$ cat src/rtl/core/bb3_pkg.sv
// Shared constants, types and codes of the 3x3 box blur unit.
// No dependencies; the other files of the block, but for bb3_ram and the macros header, refer to it by scoped names.
package bb3_pkg;

    // Frame geometry
    localparam int MAX_WIDTH    = 1024;
    localparam int MAX_HEIGHT   = 4096;
    localparam int MIN_DIM      = 2;
    localparam int RESET_WIDTH  = 640;
    localparam int RESET_HEIGHT = 480;

    // Field and counter widths
    localparam int CH_W     = 8;
    localparam int PIX_W    = 3 * CH_W;
    localparam int WIDTH_W  = 11;
    localparam int HEIGHT_W = 13;
    localparam int COL_W    = $clog2(MAX_WIDTH);
    localparam int ROW_W    = HEIGHT_W;
    localparam int CNT_W    = $clog2(MAX_WIDTH * MAX_HEIGHT);
    localparam int WIDE_W   = (COL_W + 1 > WIDTH_W) ? COL_W + 1 : WIDTH_W;
    localparam int AREA_W   = WIDTH_W + HEIGHT_W;
    localparam int RESET_LAST_IDX = RESET_WIDTH * RESET_HEIGHT - 1;

    // Configuration port
    localparam int CFG_INDEX_W = 2;
    localparam int CFG_DATA_W  = 13;

    typedef enum logic [CFG_INDEX_W-1:0] {
        CFG_IMAGE_WIDTH  = 2'd0,
        CFG_IMAGE_HEIGHT = 2'd1
    } t_cfg_reg;

    // Front-to-back queue
    localparam int QDEPTH = 4;
    localparam int QPTR_W = $clog2(QDEPTH);
    localparam int QCNT_W = $clog2(QDEPTH + 1);

    // Result queue
    localparam int ODEPTH = 4;
    localparam int OPTR_W = $clog2(ODEPTH);
    localparam int OCNT_W = $clog2(ODEPTH + 1);

    // Mean by reciprocal multiply: exact for sums up to 9 * 255
    localparam int SUM_W       = $clog2(9 * 255 + 1);
    localparam int RECIP_SHIFT = 16;
    localparam int RECIP6      = (2 ** RECIP_SHIFT + 5) / 6;
    localparam int RECIP9      = (2 ** RECIP_SHIFT + 8) / 9;
    localparam int RECIP_W     = $clog2(RECIP6 + 1);
    localparam int MUL_W       = SUM_W + RECIP_W;

    typedef enum logic [1:0] {
        DIV4,
        DIV6,
        DIV9
    } t_div;

    // Classification of one transaction, made by the front
    typedef struct packed {
        logic emit;       // this position yields a result
        logic use_pre;    // result taken from the window before the shift
        logic skip_top;   // top window row lies outside the image
        logic skip_bot;   // bottom window row lies outside the image
        logic skip_left;  // left window column lies outside the image
        logic last;       // final result of the frame
    } t_ctrl;

    typedef struct packed {
        t_ctrl            ctrl;
        logic [PIX_W-1:0] up;
        logic [PIX_W-1:0] mid;
        logic [PIX_W-1:0] pix;
    } t_item;

endpackage

$ cat src/rtl/core/bb3_queue.sv
// Short queue between the front and the back of the box blur.
// Depends on bb3_pkg.
module bb3_queue (
    input  logic                       i_clk,
    input  logic                       i_rst_n,
    input  logic                       i_push,
    input  bb3_pkg::t_item             i_item,
    input  logic                       i_pop,
    output bb3_pkg::t_item             o_item,
    output logic                       o_empty,
    output logic [bb3_pkg::QCNT_W-1:0] o_count
);

    bb3_pkg::t_item                r_mem [bb3_pkg::QDEPTH];
    logic [bb3_pkg::QPTR_W-1:0]    r_wptr, r_rptr;
    logic [bb3_pkg::QCNT_W-1:0]    r_count;
    logic                          do_pop;

    assign do_pop  = i_pop && (r_count != '0);
    assign o_empty = (r_count == '0);
    assign o_count = r_count;
    assign o_item  = r_mem[r_rptr];

    // Pointers and fill level
    always_ff @(posedge i_clk) begin
        if (!i_rst_n) begin
            r_wptr  <= '0;
            r_rptr  <= '0;
            r_count <= '0;
        end else begin
            if (i_push) begin
                r_wptr <= (r_wptr == bb3_pkg::QPTR_W'(bb3_pkg::QDEPTH - 1)) ? '0 : r_wptr + 1'b1;
            end
            if (do_pop) begin
                r_rptr <= (r_rptr == bb3_pkg::QPTR_W'(bb3_pkg::QDEPTH - 1)) ? '0 : r_rptr + 1'b1;
            end
            r_count <= r_count + bb3_pkg::QCNT_W'(i_push) - bb3_pkg::QCNT_W'(do_pop);
        end
    end

    // Entries
    always_ff @(posedge i_clk) begin
        if (i_push) begin
            r_mem[r_wptr] <= i_item;
        end
    end

endmodule

$ cat config.mk
export PLATFORM = sky130hd
export DESIGN_NAME = bb3_queue
export DESIGN_NICKNAME = d
export VERILOG_FILES = /design/src/rtl/core/bb3_pkg.sv /design/src/rtl/core/bb3_queue.sv
export SDC_FILE = /design/constraint.sdc
export NUM_CORES = 1
export LEC_CHECK = 0
export BUFFER_PORTS_ARGS = -buffer_cell sky130_fd_sc_hd__buf_2
export CORE_UTILIZATION = 57
export CTS_CLUSTER_SIZE = 20
export DETAILED_ROUTE_END_ITERATION = 16
export PLACE_DENSITY = 0.79
export SETUP_SLACK_MARGIN = 0.05
export SYNTH_ARGS = -nofsm -noshare
export SYNTH_HDL_FRONTEND = slang
export SYNTH_SLANG_ARGS = --single-unit
$ cat constraint.sdc
create_clock -name i_clk -period 3.4 [get_ports i_clk]
set_input_delay 0.17 -clock i_clk [delete_from_list [all_inputs] [get_ports i_clk]]
set_output_delay 0.17 -clock i_clk [all_outputs]
set_load 0.02 [all_outputs]
; Yosys cells after proc, flatten, opt, wreduce, memory -nomap -nowiden
; Memories as Yosys holds them, arrays and structs flattened. A register that Yosys moved wholly into a read port is not among the register bits.
; Cells that the tools add are included.
[classes]
n_eq_ne = 2
reduce_logical = 3
n_mux = 6
add_sub_neg = 4
[ops]
columns = cell, count
row1 = $mux W2, 4
row2 = $add A2 B1 Y2 const B, 2
row3 = $eq A2 B2 Y1 const B, 2
row4 = $add A3 B1 Y3, 1
row5 = $logic_not A3 Y1, 1
row6 = $reduce_bool A3 Y1, 1
row7 = $sub A3 B1 Y3, 1
row8 = $mux W1, 2
row9 = $logic_and A1 B1 Y1, 1
[totals]
out_inout_bits = 82
input_bits = 82
mem_count = 1
ram_bits = 312
regBits = 7
wordCells = 19
[mem_list]
columns = memory, depth, word_bits, read_ports, rd_clocked_by_memory_dff, write_ports, line
row1 = r_mem, 4, 78, 1, 1, 1, bb3_queue.sv:14  ; bb3_pkg::t_item r_mem [bb3_pkg::QDEPTH];

; Logic depth before layout (Yosys ltp)
[logic_depth]
ltp_word = 4
mapped_depth = 8
ltp_nobuf = 8

; Worst setup path after synthesis
; OpenSTA, ideal clock, no wires.
[synth_path]
kind = register -> register
startpoint = register r_wptr[0] (netlist bit)
endpoint = memory r_mem[0][0] (netlist bit), enable pin
path_stages_with_launch = 4
synth_period_minus_slack_ns = 2.802
path_slack_ns = 0.598
t_required_ns = 2.955
path_buffers = 0
setup_ns = 0.445
t_arrival_ns = 2.357
path_cell_list = dfxtp_1 -> inv_1 -> ha_1 -> and2_1
[synth_lines]
columns = element, line
row1 = "start, declared", bb3_queue.sv:15  ; logic [bb3_pkg::QPTR_W-1:0] r_wptr, r_rptr;
row2 = "start signal, assigned", bb3_queue.sv:32  ; r_wptr <= (r_wptr == bb3_pkg::QPTR_W'(bb3_pkg::QDEPTH - 1)) ? '0 : r_wptr + 1'b1;
row3 = "end, declared", bb3_queue.sv:14
; No word-level cell before the write port.

==> reports/qor_table.md <==
| Result | This run |
| --- | --- |
| Clock tree skew after final layout | 22.9 ps |
| Final routed wire length divided by cell count | 21.6 um |
| Final period utilization | 76.0% |
| Proportion of netlist area held by the largest area contributor | 79.9% |
| Peak supply drop | 529 uV |
| Aggregate negative setup slack | 0 ps |
| Starting Density | 58.0% |
| Count of warnings emitted by yosys | 0 |
| Unrepaired setup endpoints after global routing | no |
| Internal power contribution | 7.29 mW |
| Placed Instances | 872 |
| Switching Fraction | 25.8% |
| Fraction of final layout cells sized beyond drive strength 1 | 40.7% |
| Layout-stage area growth over the synthesis result | 24.5% |
| Vias in the first global route | 5,951 |
| Post-synthesis instance area | 11,700 sq um |
| Worst reg2reg path startpoint | o_count[1]$_SDFF_PN0_ |
| Headroom to the max-slew limit | 24.6% |
| Final worst setup slack | 816 ps |
| Number of levels in the clock H-tree | 1 |
| Setup violators final | 0 |
| Total overflow reported by the global router | 0 |
| Total wire length after detailed routing | 21.7 mm |
| Total of flip-flops plus latches after synthesis | 321 |
| Arrival time at the worst endpoint | 2410 ps |
| Per-instance average area after synthesis | 26.0 sq um |
| Post-layout min period | 2580 ps |
| Combined flip-flop and latch cell area | 9560 sq um |
| Slew Limit Fails | 0 |
| Max frequency | 387 MHz |
| Wire length of the first global-routing pass | 34.1 mm |
| Pin count of the biggest net entering global routing | 79 |
| Post-synthesis cell count | 452 |
| Min-Delay Path Depth | 3 |
| Die outline width | 145 um |
| Reg-to-reg endpoint | o_count[2]$_SDFF_PN0_ |
| Post-detailed-placement half-perimeter wirelength | 12.1 mm |
| Routed via count | 5,530 |
| Clock Sink Count | 321 |
| Sequential fraction of design power | 47.9% |
| Floorplan die area | 21,200 sq um |
| Core ar. | 20,200 sq um |
| Post-layout net count | 804 |
| Worst hold path class | input port to flip-flop |
| Non-filler cells in the finished layout | 1,007 |
| Pre-Repair DR Iteration Count | 4 |
| Drt via density | 5.49 |
| Overall global routing resource usage | 21.4% |
| Final Instance Area | 14,600 sq um |
| Clock transition at the register clock pins on the worst setup and hold paths after CTS | 60 ps |
| Count of pins on the block boundary | 164 |
| Floorplan die height | 145 um |
| Number of input and output port buffers inserted | 163 |
| Number of post-CTS setup repair buffers | 0 |
| Clock tree from TritonCTS | yes |
| Number of different library cells in the post-synthesis netlist | 21 |
| Net switching power of the design | 2.53 mW |
| Initial antenna violation count | 0 |
| Number of inserted diodes | 0 |
| Comb pwr share | 19.6% |
| Number of gates resized after cts | 0 |
| Total cell area at the placement stage | 12,900 sq um |
| Min-delay src | i_push |
| Post-synth net total | 542 |
| Result of the run | finished clean |
| Max-capacitance violation count | 0 |
| Largest area contributor in the synthesized netlist | sky130_fd_sc_hd__edfxtp_1 |
| Post-synthesis sequential area ratio | 81.4% |
| Number of standard-cell rows in the floorplan | 52 |
| Element type at the critical path end | primary output |
| TritonCTS Buffers | 31 |
| End point of the most critical hold path | r_wptr[1]$_SDFFE_PN0P_ |
| Max Root-Sink Buffers | 3 |
| Critical Path Source Type | flip-flop |
| Reg-to-reg setup timing slack | 1340 ps |
| Clock group share of total power | 32.5% |
| Area of the multi-input gates | 2020 sq um |
| Critical path class | flip-flop to primary output |
| Layout fillers | 1,158 |
| Tot Pwr | 9.81 mW |
| Required time of the critical path | 3230 ps |
| Clk Latency, worst-skew pair | 540 ps |
| Worst slack after detailed placement | 1330 ps |
| Static Leak | 5.00 nW |
| Crit-path max FO | 64 |
| Post-route antenna net violation count | 0 |
| Power density over the cells | 672 nW/um^2 |
| Path depth of the worst reg2reg path | 8 |
| Final hold vios | 0 |
| Measured slew at the worst slew-check pin | 1130 ps |
| Final RePlAce weighted congestion | 0.754 |
| Cell types occupying the most area after synthesis | sky130_fd_sc_hd__edfxtp_1 80%, sky130_fd_sc_hd__mux4_2 15%, sky130_fd_sc_hd__dfxtp_1 1.5%, sky130_fd_sc_hd__ha_1 0.75%, sky130_fd_sc_hd__buf_12 0.51% |
| Buffer cell driving the clock tree root | sky130_fd_sc_hd__clkbuf_16 |
| 1st-iter DRT viols | 346 |
| Number of remaining DRC errors | 0 |
[timing repair]
action	in CTS	in global routing
endpoints found under the hold margin	321	0
hold buffers	79	0
setup endpoints to repair	0	0
[power by group through the flow]
| stage | Combinational (mW) | Sequential (mW) | Clock [mW] |
|---|---|---|---|
| 6_report | 1.92 | 4.70 | 3.19 |
| 3_5_place_dp | 1.87 | 4.79 | 0 |
| 2_1_floorplan | 1.44 | 4.68 | 0 |
| 4_1_cts | 1.95 | 4.70 | 3.25 |
| 5_1_grt | 2.04 | 4.73 | 3.40 |
| 3_3_place_gp | 1.83 | 4.77 | 0 |
[synth_stat cells, drive strengths merged]
master  number
nor3         1
o31a         1
nor2         3
clkbuf       5
xnor3        1
mux2i        3
nand2b       1
and2         5
inv          6
dfxtp        9
a21oi        1
mux4        78
nand2        3
fa           1
buf         13
ha           7
or3b         2
edfxtp     312
[kinds of logic (layout without fill, tap and decap cells)]
logic type | count (synthesis) | after routing | share of synthesized area (%)
AOI/OAI and AO/OA | 2 | 2 | 0.117
buffers and inverters | 24 | 309 | 1.45
and+or+nand+nor | 15 | 15 | 0.704
muxes | 81 | 81 | 15.2
xor gates and xnor gates | 1 | 1 | 0.192
DFF | 321 | 321 | 81.4
adders and majority gates | 8 | 8 | 0.917
[state kept, by name (all words and copies together) (netlist names), named ones only]
register / flops
r_mem: 312
r_wptr: 2
r_rptr: 2
o_count: 3
[routing by layer]
layer / track usage [%] / wire length [um] / share of wire (%) / up-vias
met3: 4.11 / 1210 / 5.6 / 24
met5: 0 / 0 / 0 / -
met2: 36.5 / 11200 / 52 / 203
met4: 4.47 / 330 / 1.5 / 0
met1: 29.4 / 8990 / 41 / 2843
li1: - / - / - / 2460
[worst max-delay path, stage by stage, from the launching register on]
cell and delay, ps:
sky130_fd_sc_hd__dfxtp_4 550, sky130_fd_sc_hd__buf_12 470, sky130_fd_sc_hd__mux4_2 620, sky130_fd_sc_hd__buf_2 190
[cell usage in the layout (no fill, tap or decap), drive strengths merged, types with 2 or more instances in the layout]
master / count
or3b: 2
ha: 7
nand2: 3
dfxtp: 9
clkbuf: 42
clkinv: 12
buf: 168
mux2i: 3
dlygate4sd3: 79
inv: 7
and2: 5
mux4: 78
edfxtp: 312
nor2: 3
[layout make-up]
class	instances	share of cell area (%)
Timing Repair Buffer	247	11.7
Clock inverter	14	0.642
Multi-Input combinational cell	107	13.9
Sequential cell	321	65.4
Inverter	6	0.154
Clock buffer	42	5.94
Tap cell	270	2.31
[worst max-delay path by stage]
stage                           startpoint               endpoint  slack (ps)  cells after the start
floorplan           r_wptr[0]$_SDFFE_PN0P_  r_mem[0][0]$_DFFE_PP_         600                      3
global placement                 flip-flop             o_item[74]        1330                      3
detailed placement               flip-flop             o_item[74]        1330                      3
CTS                              flip-flop              o_item[3]         740                      3
global route                     flip-flop             o_item[37]         650                      3
finish                           flip-flop              o_item[3]         820                      3
[stage by stage]
stage / hold slack (ps) / util [%]
floorplan: 269 / -
global placement: 379 / 63.5
detailed placement: 385 / 63.5
CTS: 9.57 / 72.2
global route: 31.2 / 72.2
finish: 21.1 / 72.2
Power figures use the tool's default switching activity.
