[src/rtl/core/bb3_pkg.sv]
// Shared constants, types and codes of the 3x3 box blur unit.
// No dependencies; the other files of the block, but for bb3_ram and the macros header, refer to it by scoped names.
package bb3_pkg;

    // Frame geometry
    localparam int MAX_WIDTH    = 1024;
    localparam int MAX_HEIGHT   = 4096;
    localparam int MIN_DIM      = 2;
    localparam int RESET_WIDTH  = 640;
    localparam int RESET_HEIGHT = 480;

    // Field and counter widths
    localparam int CH_W     = 8;
    localparam int PIX_W    = 3 * CH_W;
    localparam int WIDTH_W  = 11;
    localparam int HEIGHT_W = 13;
    localparam int COL_W    = $clog2(MAX_WIDTH);
    localparam int ROW_W    = HEIGHT_W;
    localparam int CNT_W    = $clog2(MAX_WIDTH * MAX_HEIGHT);
    localparam int WIDE_W   = (COL_W + 1 > WIDTH_W) ? COL_W + 1 : WIDTH_W;
    localparam int AREA_W   = WIDTH_W + HEIGHT_W;
    localparam int RESET_LAST_IDX = RESET_WIDTH * RESET_HEIGHT - 1;

    // Configuration port
    localparam int CFG_INDEX_W = 2;
    localparam int CFG_DATA_W  = 13;

    typedef enum logic [CFG_INDEX_W-1:0] {
        CFG_IMAGE_WIDTH  = 2'd0,
        CFG_IMAGE_HEIGHT = 2'd1
    } t_cfg_reg;

    // Front-to-back queue
    localparam int QDEPTH = 4;
    localparam int QPTR_W = $clog2(QDEPTH);
    localparam int QCNT_W = $clog2(QDEPTH + 1);

    // Result queue
    localparam int ODEPTH = 4;
    localparam int OPTR_W = $clog2(ODEPTH);
    localparam int OCNT_W = $clog2(ODEPTH + 1);

    // Mean by reciprocal multiply: exact for sums up to 9 * 255
    localparam int SUM_W       = $clog2(9 * 255 + 1);
    localparam int RECIP_SHIFT = 16;
    localparam int RECIP6      = (2 ** RECIP_SHIFT + 5) / 6;
    localparam int RECIP9      = (2 ** RECIP_SHIFT + 8) / 9;
    localparam int RECIP_W     = $clog2(RECIP6 + 1);
    localparam int MUL_W       = SUM_W + RECIP_W;

    typedef enum logic [1:0] {
        DIV4,
        DIV6,
        DIV9
    } t_div;

    // Classification of one transaction, made by the front
    typedef struct packed {
        logic emit;       // this position yields a result
        logic use_pre;    // result taken from the window before the shift
        logic skip_top;   // top window row lies outside the image
        logic skip_bot;   // bottom window row lies outside the image
        logic skip_left;  // left window column lies outside the image
        logic last;       // final result of the frame
    } t_ctrl;

    typedef struct packed {
        t_ctrl            ctrl;
        logic [PIX_W-1:0] up;
        logic [PIX_W-1:0] mid;
        logic [PIX_W-1:0] pix;
    } t_item;

endpackage

[src/rtl/core/bb3_back.sv]
// Back of the box blur: 3x3 window, clipped sums, mean by reciprocal multiply
// and the result queue. Depends on bb3_pkg.
module bb3_back (
    input  logic                     i_clk,
    input  logic                     i_rst_n,
    input  bb3_pkg::t_item           i_q_item,
    input  logic                     i_q_empty,
    output logic                     o_q_pop,
    input  logic                     i_pop,
    output logic                     o_empty,
    output logic [bb3_pkg::CH_W-1:0] o_red,
    output logic [bb3_pkg::CH_W-1:0] o_green,
    output logic [bb3_pkg::CH_W-1:0] o_blue,
    output logic                     o_last
);

    localparam int ROOM_W = bb3_pkg::OCNT_W + 1;

    typedef struct packed {
        logic [bb3_pkg::CH_W-1:0] red;
        logic [bb3_pkg::CH_W-1:0] green;
        logic [bb3_pkg::CH_W-1:0] blue;
        logic                     last;
    } t_result;

    // Window: [row][column], column 2 newest
    logic [bb3_pkg::PIX_W-1:0] r_win  [3][3];
    logic [bb3_pkg::PIX_W-1:0] win_sh [3][3];

    // Sum stage
    logic                      take;
    logic [bb3_pkg::SUM_W-1:0] sum    [3];
    bb3_pkg::t_div             div;
    logic                      r_s1_valid;
    logic [bb3_pkg::SUM_W-1:0] r_s1_sum [3];
    bb3_pkg::t_div             r_s1_div;
    logic                      r_s1_last;

    // Divide stage and result queue
    logic [bb3_pkg::MUL_W-1:0] prod [3];
    logic [bb3_pkg::CH_W-1:0]  quot [3];
    t_result                   r_ofifo [bb3_pkg::ODEPTH];
    logic [bb3_pkg::OPTR_W-1:0] r_owptr, r_orptr;
    logic [bb3_pkg::OCNT_W-1:0] r_ocount;
    logic                      out_pop;
    t_result                   head;

    // Take a transaction only if its result has a guaranteed slot
    assign take = !i_q_empty
               && ((ROOM_W'(r_ocount) + ROOM_W'(r_s1_valid)) < ROOM_W'(bb3_pkg::ODEPTH));
    assign o_q_pop = take;

    // Shifted window with the new column
    always_comb begin
        for (int r = 0; r < 3; r++) begin
            win_sh[r][0] = r_win[r][1];
            win_sh[r][1] = r_win[r][2];
        end
        win_sh[0][2] = i_q_item.up;
        win_sh[1][2] = i_q_item.mid;
        win_sh[2][2] = i_q_item.pix;
    end

    // Clipped sums per channel, and the divisor
    always_comb begin
        logic [bb3_pkg::PIX_W-1:0] src;
        logic                      incl;
        for (int k = 0; k < 3; k++) begin
            sum[k] = '0;
        end
        src  = '0;
        incl = 1'b0;
        for (int r = 0; r < 3; r++) begin
            for (int c = 0; c < 3; c++) begin
                src  = i_q_item.ctrl.use_pre ? r_win[r][c] : win_sh[r][c];
                incl = !(i_q_item.ctrl.skip_top && (r == 0))
                    && !(i_q_item.ctrl.skip_bot && (r == 2))
                    && !(i_q_item.ctrl.skip_left && (c == 0));
                if (incl) begin
                    sum[0] = sum[0] + bb3_pkg::SUM_W'(src[3*bb3_pkg::CH_W-1:2*bb3_pkg::CH_W]);
                    sum[1] = sum[1] + bb3_pkg::SUM_W'(src[2*bb3_pkg::CH_W-1:bb3_pkg::CH_W]);
                    sum[2] = sum[2] + bb3_pkg::SUM_W'(src[bb3_pkg::CH_W-1:0]);
                end
            end
        end
        if ((i_q_item.ctrl.skip_top || i_q_item.ctrl.skip_bot) && i_q_item.ctrl.skip_left) begin
            div = bb3_pkg::DIV4;
        end else if (i_q_item.ctrl.skip_top || i_q_item.ctrl.skip_bot
                     || i_q_item.ctrl.skip_left) begin
            div = bb3_pkg::DIV6;
        end else begin
            div = bb3_pkg::DIV9;
        end
    end

    // Truncated mean: shift for four, reciprocal multiply for six and nine
    always_comb begin
        for (int k = 0; k < 3; k++) begin
            prod[k] = '0;
            unique case (r_s1_div)
                bb3_pkg::DIV4: begin
                    quot[k] = bb3_pkg::CH_W'(r_s1_sum[k] >> 2);
                end
                bb3_pkg::DIV6: begin
                    prod[k] = bb3_pkg::MUL_W'(r_s1_sum[k]) * bb3_pkg::MUL_W'(bb3_pkg::RECIP6);
                    quot[k] = bb3_pkg::CH_W'(prod[k] >> bb3_pkg::RECIP_SHIFT);
                end
                bb3_pkg::DIV9: begin
                    prod[k] = bb3_pkg::MUL_W'(r_s1_sum[k]) * bb3_pkg::MUL_W'(bb3_pkg::RECIP9);
                    quot[k] = bb3_pkg::CH_W'(prod[k] >> bb3_pkg::RECIP_SHIFT);
                end
                default: begin
                    quot[k] = '0;
                end
            endcase
        end
    end

    assign out_pop = i_pop && (r_ocount != '0);

    // Control state
    always_ff @(posedge i_clk) begin
        if (!i_rst_n) begin
            for (int r = 0; r < 3; r++) begin
                for (int c = 0; c < 3; c++) begin
                    r_win[r][c] <= '0;
                end
            end
            r_s1_valid <= 1'b0;
            r_owptr    <= '0;
            r_orptr    <= '0;
            r_ocount   <= '0;
        end else begin
            if (take) begin
                r_win <= win_sh;
            end
            r_s1_valid <= take && i_q_item.ctrl.emit;
            if (r_s1_valid) begin
                r_owptr <= (r_owptr == bb3_pkg::OPTR_W'(bb3_pkg::ODEPTH - 1)) ? '0
                                                                            : r_owptr + 1'b1;
            end
            if (out_pop) begin
                r_orptr <= (r_orptr == bb3_pkg::OPTR_W'(bb3_pkg::ODEPTH - 1)) ? '0
                                                                            : r_orptr + 1'b1;
            end
            r_ocount <= r_ocount + bb3_pkg::OCNT_W'(r_s1_valid) - bb3_pkg::OCNT_W'(out_pop);
        end
    end

    // Sum stage payload and result entries
    always_ff @(posedge i_clk) begin
        if (take) begin
            r_s1_sum  <= sum;
            r_s1_div  <= div;
            r_s1_last <= i_q_item.ctrl.last;
        end
        if (r_s1_valid) begin
            r_ofifo[r_owptr] <= '{red: quot[0], green: quot[1], blue: quot[2], last: r_s1_last};
        end
    end

    // Oldest result
    assign head    = r_ofifo[r_orptr];
    assign o_empty = (r_ocount == '0);
    assign o_red   = head.red;
    assign o_green = head.green;
    assign o_blue  = head.blue;
    assign o_last  = head.last;

endmodule

[config.mk]
export PLATFORM = sky130hd
export DESIGN_NAME = bb3_back
export DESIGN_NICKNAME = d
export VERILOG_FILES = /design/src/rtl/core/bb3_pkg.sv /design/src/rtl/core/bb3_back.sv
export SDC_FILE = /design/constraint.sdc
export NUM_CORES = 2
export LEC_CHECK = 0
export ABC_AREA = 1
export BUFFER_PORTS_ARGS = -buffer_cell sky130_fd_sc_hd__buf_4
export CORE_MARGIN = 2
export CORE_UTILIZATION = 39
export DETAILED_ROUTE_END_ITERATION = 7
export HOLD_SLACK_MARGIN = 0.06
export SYNTH_ARGS = -nofsm -noshare
export SYNTH_HDL_FRONTEND = slang
export SYNTH_SLANG_ARGS = --single-unit
[constraint.sdc]
create_clock -name i_clk -period 11.47 [get_ports i_clk]
set_input_delay 1.7205 -clock i_clk [delete_from_list [all_inputs] [get_ports i_clk]]
set_output_delay 1.7205 -clock i_clk [all_outputs]
set_load 0.1 [all_outputs]
; Word level (Yosys, flattened, before mapping)
; Memory sizes are Yosys's and may differ from the RTL's. A register that Yosys moved wholly into a read port is not among the register bits.
; Index checks and enable logic that the tools add are counted.
[totals]
reg_bits = 263
ram_bits = 100
elab_cells = 100
mem_count = 1
[classes]
add_sub_neg = 29
multipliers = 6
magnitude_cmp = 1
eq_ne = 4
muxes = 26
reduce_logical = 15
[memory_table]
columns = memory, words, word_bits, rd, rd_ports_with_merged_regs, wr, line_no
row1 = r_ofifo, 4, 25, 1, 1, 1, bb3_back.sv:42  ; t_result r_ofifo [bb3_pkg::ODEPTH];
[op_table]
columns = op, n
row1 = $add 12x8->12, 23
row2 = $mux 24, 9
row3 = $mux 36, 6
row4 = $mul 12x14->24 const B, 3
row5 = $pmux 8 s3, 3
row6 = $mul 12x12->23 const B, 3
row7 = $mux 32, 1
row8 = $mux 2, 5
row9 = $add 8x8->9, 1
row10 = $eq 2x2->1 const B, 3
row11 = $logic_and 1x1->1, 6
row12 = $add 2x1->2 const B, 2
row13 = $add 3x1->4, 1
row14 = $logic_not 1->1, 4
row15 = $lt 4x3->1 const B, 1
row16 = $add 3x1->3, 1
row17 = $logic_not 3->1, 1
row18 = $reduce_bool 3->1, 1
row19 = $sub 3x1->3, 1
row20 = $eq 2x1->1 const B, 1
row21 = $logic_not 2->1, 1
row22 = $logic_or 1x1->1, 2
row23 = $mux 1, 2

; Logic depth before layout (Yosys ltp)
[depth]
ltp_word = 17
ltp_mapped = 57
ltp_nobuf = 55

; Worst setup path before layout
; OpenSTA, ideal clock, no wires.
[synth_timing]
kind = input port to flip-flop
from = input i_q_item[75] in the netlist's numbering
to = register r_s1_sum[11] in the netlist's numbering, data pin
setup_ns = 0.249
arrival_ns = 9.340
required_time_ns = 11.221
setup_slack_ns = 1.881
stages = 53
cell_sequence = clkbuf_1 nor2_1 inv_1 clkbuf_1 a21oi_1 ha_1 fa_1 o21ai_0 a21oi_1 ha_1 or2_1 nand2_1 inv_1 nand2_1 nand2_1 nor2_1 ha_1 a21oi_1 [17 not listed] a21oi_1 o21ai_0 a21oi_1 xor2_1 o21ai_0 inv_1 ha_1 inv_1 o21bai_1 nand2_1 nand2_1 nand3_1 nor2_4 nand3_1 nand3_1 nand2_1 nand2_1 inv_1
[synth_rtl]
columns = item, line_no
row1 = start: declaration, bb3_back.sv:6  ; input bb3_pkg::t_item i_q_item,
row2 = end signal: assignment, bb3_back.sv:153  ; r_s1_sum <= sum;
row3 = end: declaration, bb3_back.sv:35  ; logic [bb3_pkg::SUM_W-1:0] r_s1_sum [3];

==> results.cfg <==
[timing]
finClkSkew_ps = 30.1
period_minus_slack_ps = 9770
final_hold_viol_count = 0
finalMaxSlewViolations = 0
tns_ps = 0
max_freq_mhz = 102
rsz0062_at_grt = no
period_share_pct = 85.1
relSlewSlack_pct = 27.4
setup_viol = 0
tightest_slew_ps = 1090

[hold_path]
hp-start = r_win[49]
hold_path_class = reg2reg
hold_path_end = r_win[49]
min_delay_path_depth = 2

[placed_design]
numPortBuffers = 108
gp_congestion = 0.868
dp_hpwl_mm = 70.4

[critical_path]
crit_fanout = 69
max_stage_delay_ps = 560
setup.worst_path.end_class = flip-flop
r2r_cells = 44
arrival_ps = 10110
r2r_setup_slack_ps = 3270
r2r_end = r_s1_sum[23]
cpMaxStageDelayCell = fa_1
rr_startpoint = r_win[176]
required_ps = 11820
path_class = in2reg
crit_top_cell = nand2_1
start_kind = primary input

[drt]
ant_nets = 0
wl_per_cell_um = 14.6
drtIter0Drc = 1928
drt_pass1_iterations = 6
via_per_inst = 4.96
route.vias.total = 31100
wl_mm = 91.7
drc = 0

[final_layout]
antenna_cells = 0
post_route_cells_drive_above_1_share_pct = 6.49
multiInputGateArea_mm2 = 0.0260
syn_to_final_growth_pct = 9.27
seqCellArea_mm2 = 0.00870
nNetsFinal = 5866
num-fill-cells = 9918

[cts]
post-cts-setup-buffers = 0
ctsHtreeMaxLevel = 2
post_cts_resized = 0
tritoncts = done
clk_latency_ps = 610
cts_sinks = 365
numCtsBuffers = 44
clockBufferDepth = 3
clk_pin_slew_ps = 60
cts.root.buffer_cell = clkbuf_16
cts_hold_buf = 0

[global_routing]
grt_overflow = 0
grt_max_degree = 120
grt_usage_pct = 18.5
grt_pass1_vias = 29900
antenna_found_initial = 2
grt_pass1_wl_mm = 152

[job]
drv_cap = 0

[floorplan]
die_h_um = 316
initial_core_util_pct = 39.3
core-area_mm2 = 0.0964
ioPinCount = 109
rows = 114
die_width_um = 316
dieArea_mm2 = 0.0997

[synth]
yosys.area.top_type = ha_1
ys_warn_count = 0
netlist_area_mm2 = 0.0379
seq_area_frac_synth_pct = 23.0
netlist_instances = 4938
async_flop_share_pct = 0
yosysMostFrequentCell = nand2_1
netlist.area_leader.share_pct = 18.8
synth_common_cells = 990 x nand2_1, 661 x inv_1, 570 x ha_1
synth_ff_type = dfxtp_1
synth_seq_cells = 365
syn_nets = 5849
ys_types = 56
synth_edf_count = 139
avgSynthCellArea_um2 = 7.67
yosys-top-cells-area = ha_1 19%, fa_1 14%, dfxtp_1 12%

[outcome]
status = finished, final reports clean
worst max-delay path: cells and delay by family:
kind,cells,cell delay (ps)
AOI/OAI and AO/OA,17,2670
adders and majority gates,8,2800
xor gates and xnor gates,3,480
buffers and inverters,9,1120
and+or+nand+nor,13,1230
worst max path at each step:
stage	startpoint	to	slack [ps]	cells after the start
2_1_floorplan	i_q_item[75]	r_s1_sum[11]	1880	53
3_3_place_gp	i_q_item[76]	r_s1_sum[11]	1300	50
3_5_place_dp	i_q_item[76]	r_s1_sum[11]	1160	50
4_1_cts	i_q_item[76]	r_s1_sum[11]	1760	50
5_1_grt	i_q_item[76]	r_s1_sum[23]	790	46
6_report	i_q_item[76]	r_s1_sum[11]	1700	50
routing by layer:
metal	share of wire, %	track usage (%)	wire length [µm]	vias up
li1	-	-	-	16100
met1	50	26.4	45900	14400
met2	45	30.3	41200	405
met3	3.2	1.99	2950	89
met4	1.8	3.77	1640	0
met5	0	0	0	-
registers in the layout, indices dropped and copies added (netlist names), named ones only:
register    flops
r_owptr         2
r_win         216
r_s1_div        2
r_s1_valid      1
r_s1_last       1
r_orptr         2
r_ofifo       100
r_ocount        3
r_s1_sum       36
cell families after synthesis:
group / after synthesis / share of synthesized area [%]
and+or+nand+nor: 1844 / 20.0
AOI/OAI and AO/OA: 949 / 13.6
buffers and inverters: 840 / 8.34
adders and majority gates: 829 / 32.5
DFF: 365 / 23.0
xor gates and xnor gates: 97 / 2.24
muxes: 14 / 0.370
placed cells by master, fill, tap and decap left out, drive strengths merged, types with 14 or more instances in the layout:
cell type,count
edfxtp,139
fa,259
ha,570
nor2,563
xnor2,32
nor3,24
o21ai,491
dfxtp,226
a21oi,318
xor2,65
o211ai,19
nand4,25
inv,677
mux2i,14
o22ai,26
clkbuf,60
nand3,158
or2,27
nand2,1025
buf,137
layout make-up:
class | count | area share (%)
Clock inverter | 21 | 0.568
Multi-Input combinational cell | 3733 | 62.9
Sequential cell | 365 | 21.0
Timing Repair Buffer | 138 | 2.53
Clock buffer | 59 | 3.00
Inverter | 673 | 6.13
Tap cell | 1276 | 3.86
through the flow:
| stage | instances | cell area [µm²] | util [%] | hold slack [ps] | setup slack [ps] |
|---|---|---|---|---|---|
| detailed placement | 6185 | 39900 | 41.4 | 468 | 1160 |
| CTS | 6265 | 41400 | 42.9 | 482 | 1760 |
| floorplan | 4938 | 37900 | - | 447 | 1880 |
| global route | 6265 | 41400 | 42.9 | 499 | 792 |
| global placement | 6185 | 39900 | 41.4 | 456 | 1300 |
| finish | 6265 | 41400 | 42.9 | 480 | 1700 |
Power is not shown: default switching activity piles up to over one toggle a cycle in this logic, so the estimate is an artifact.
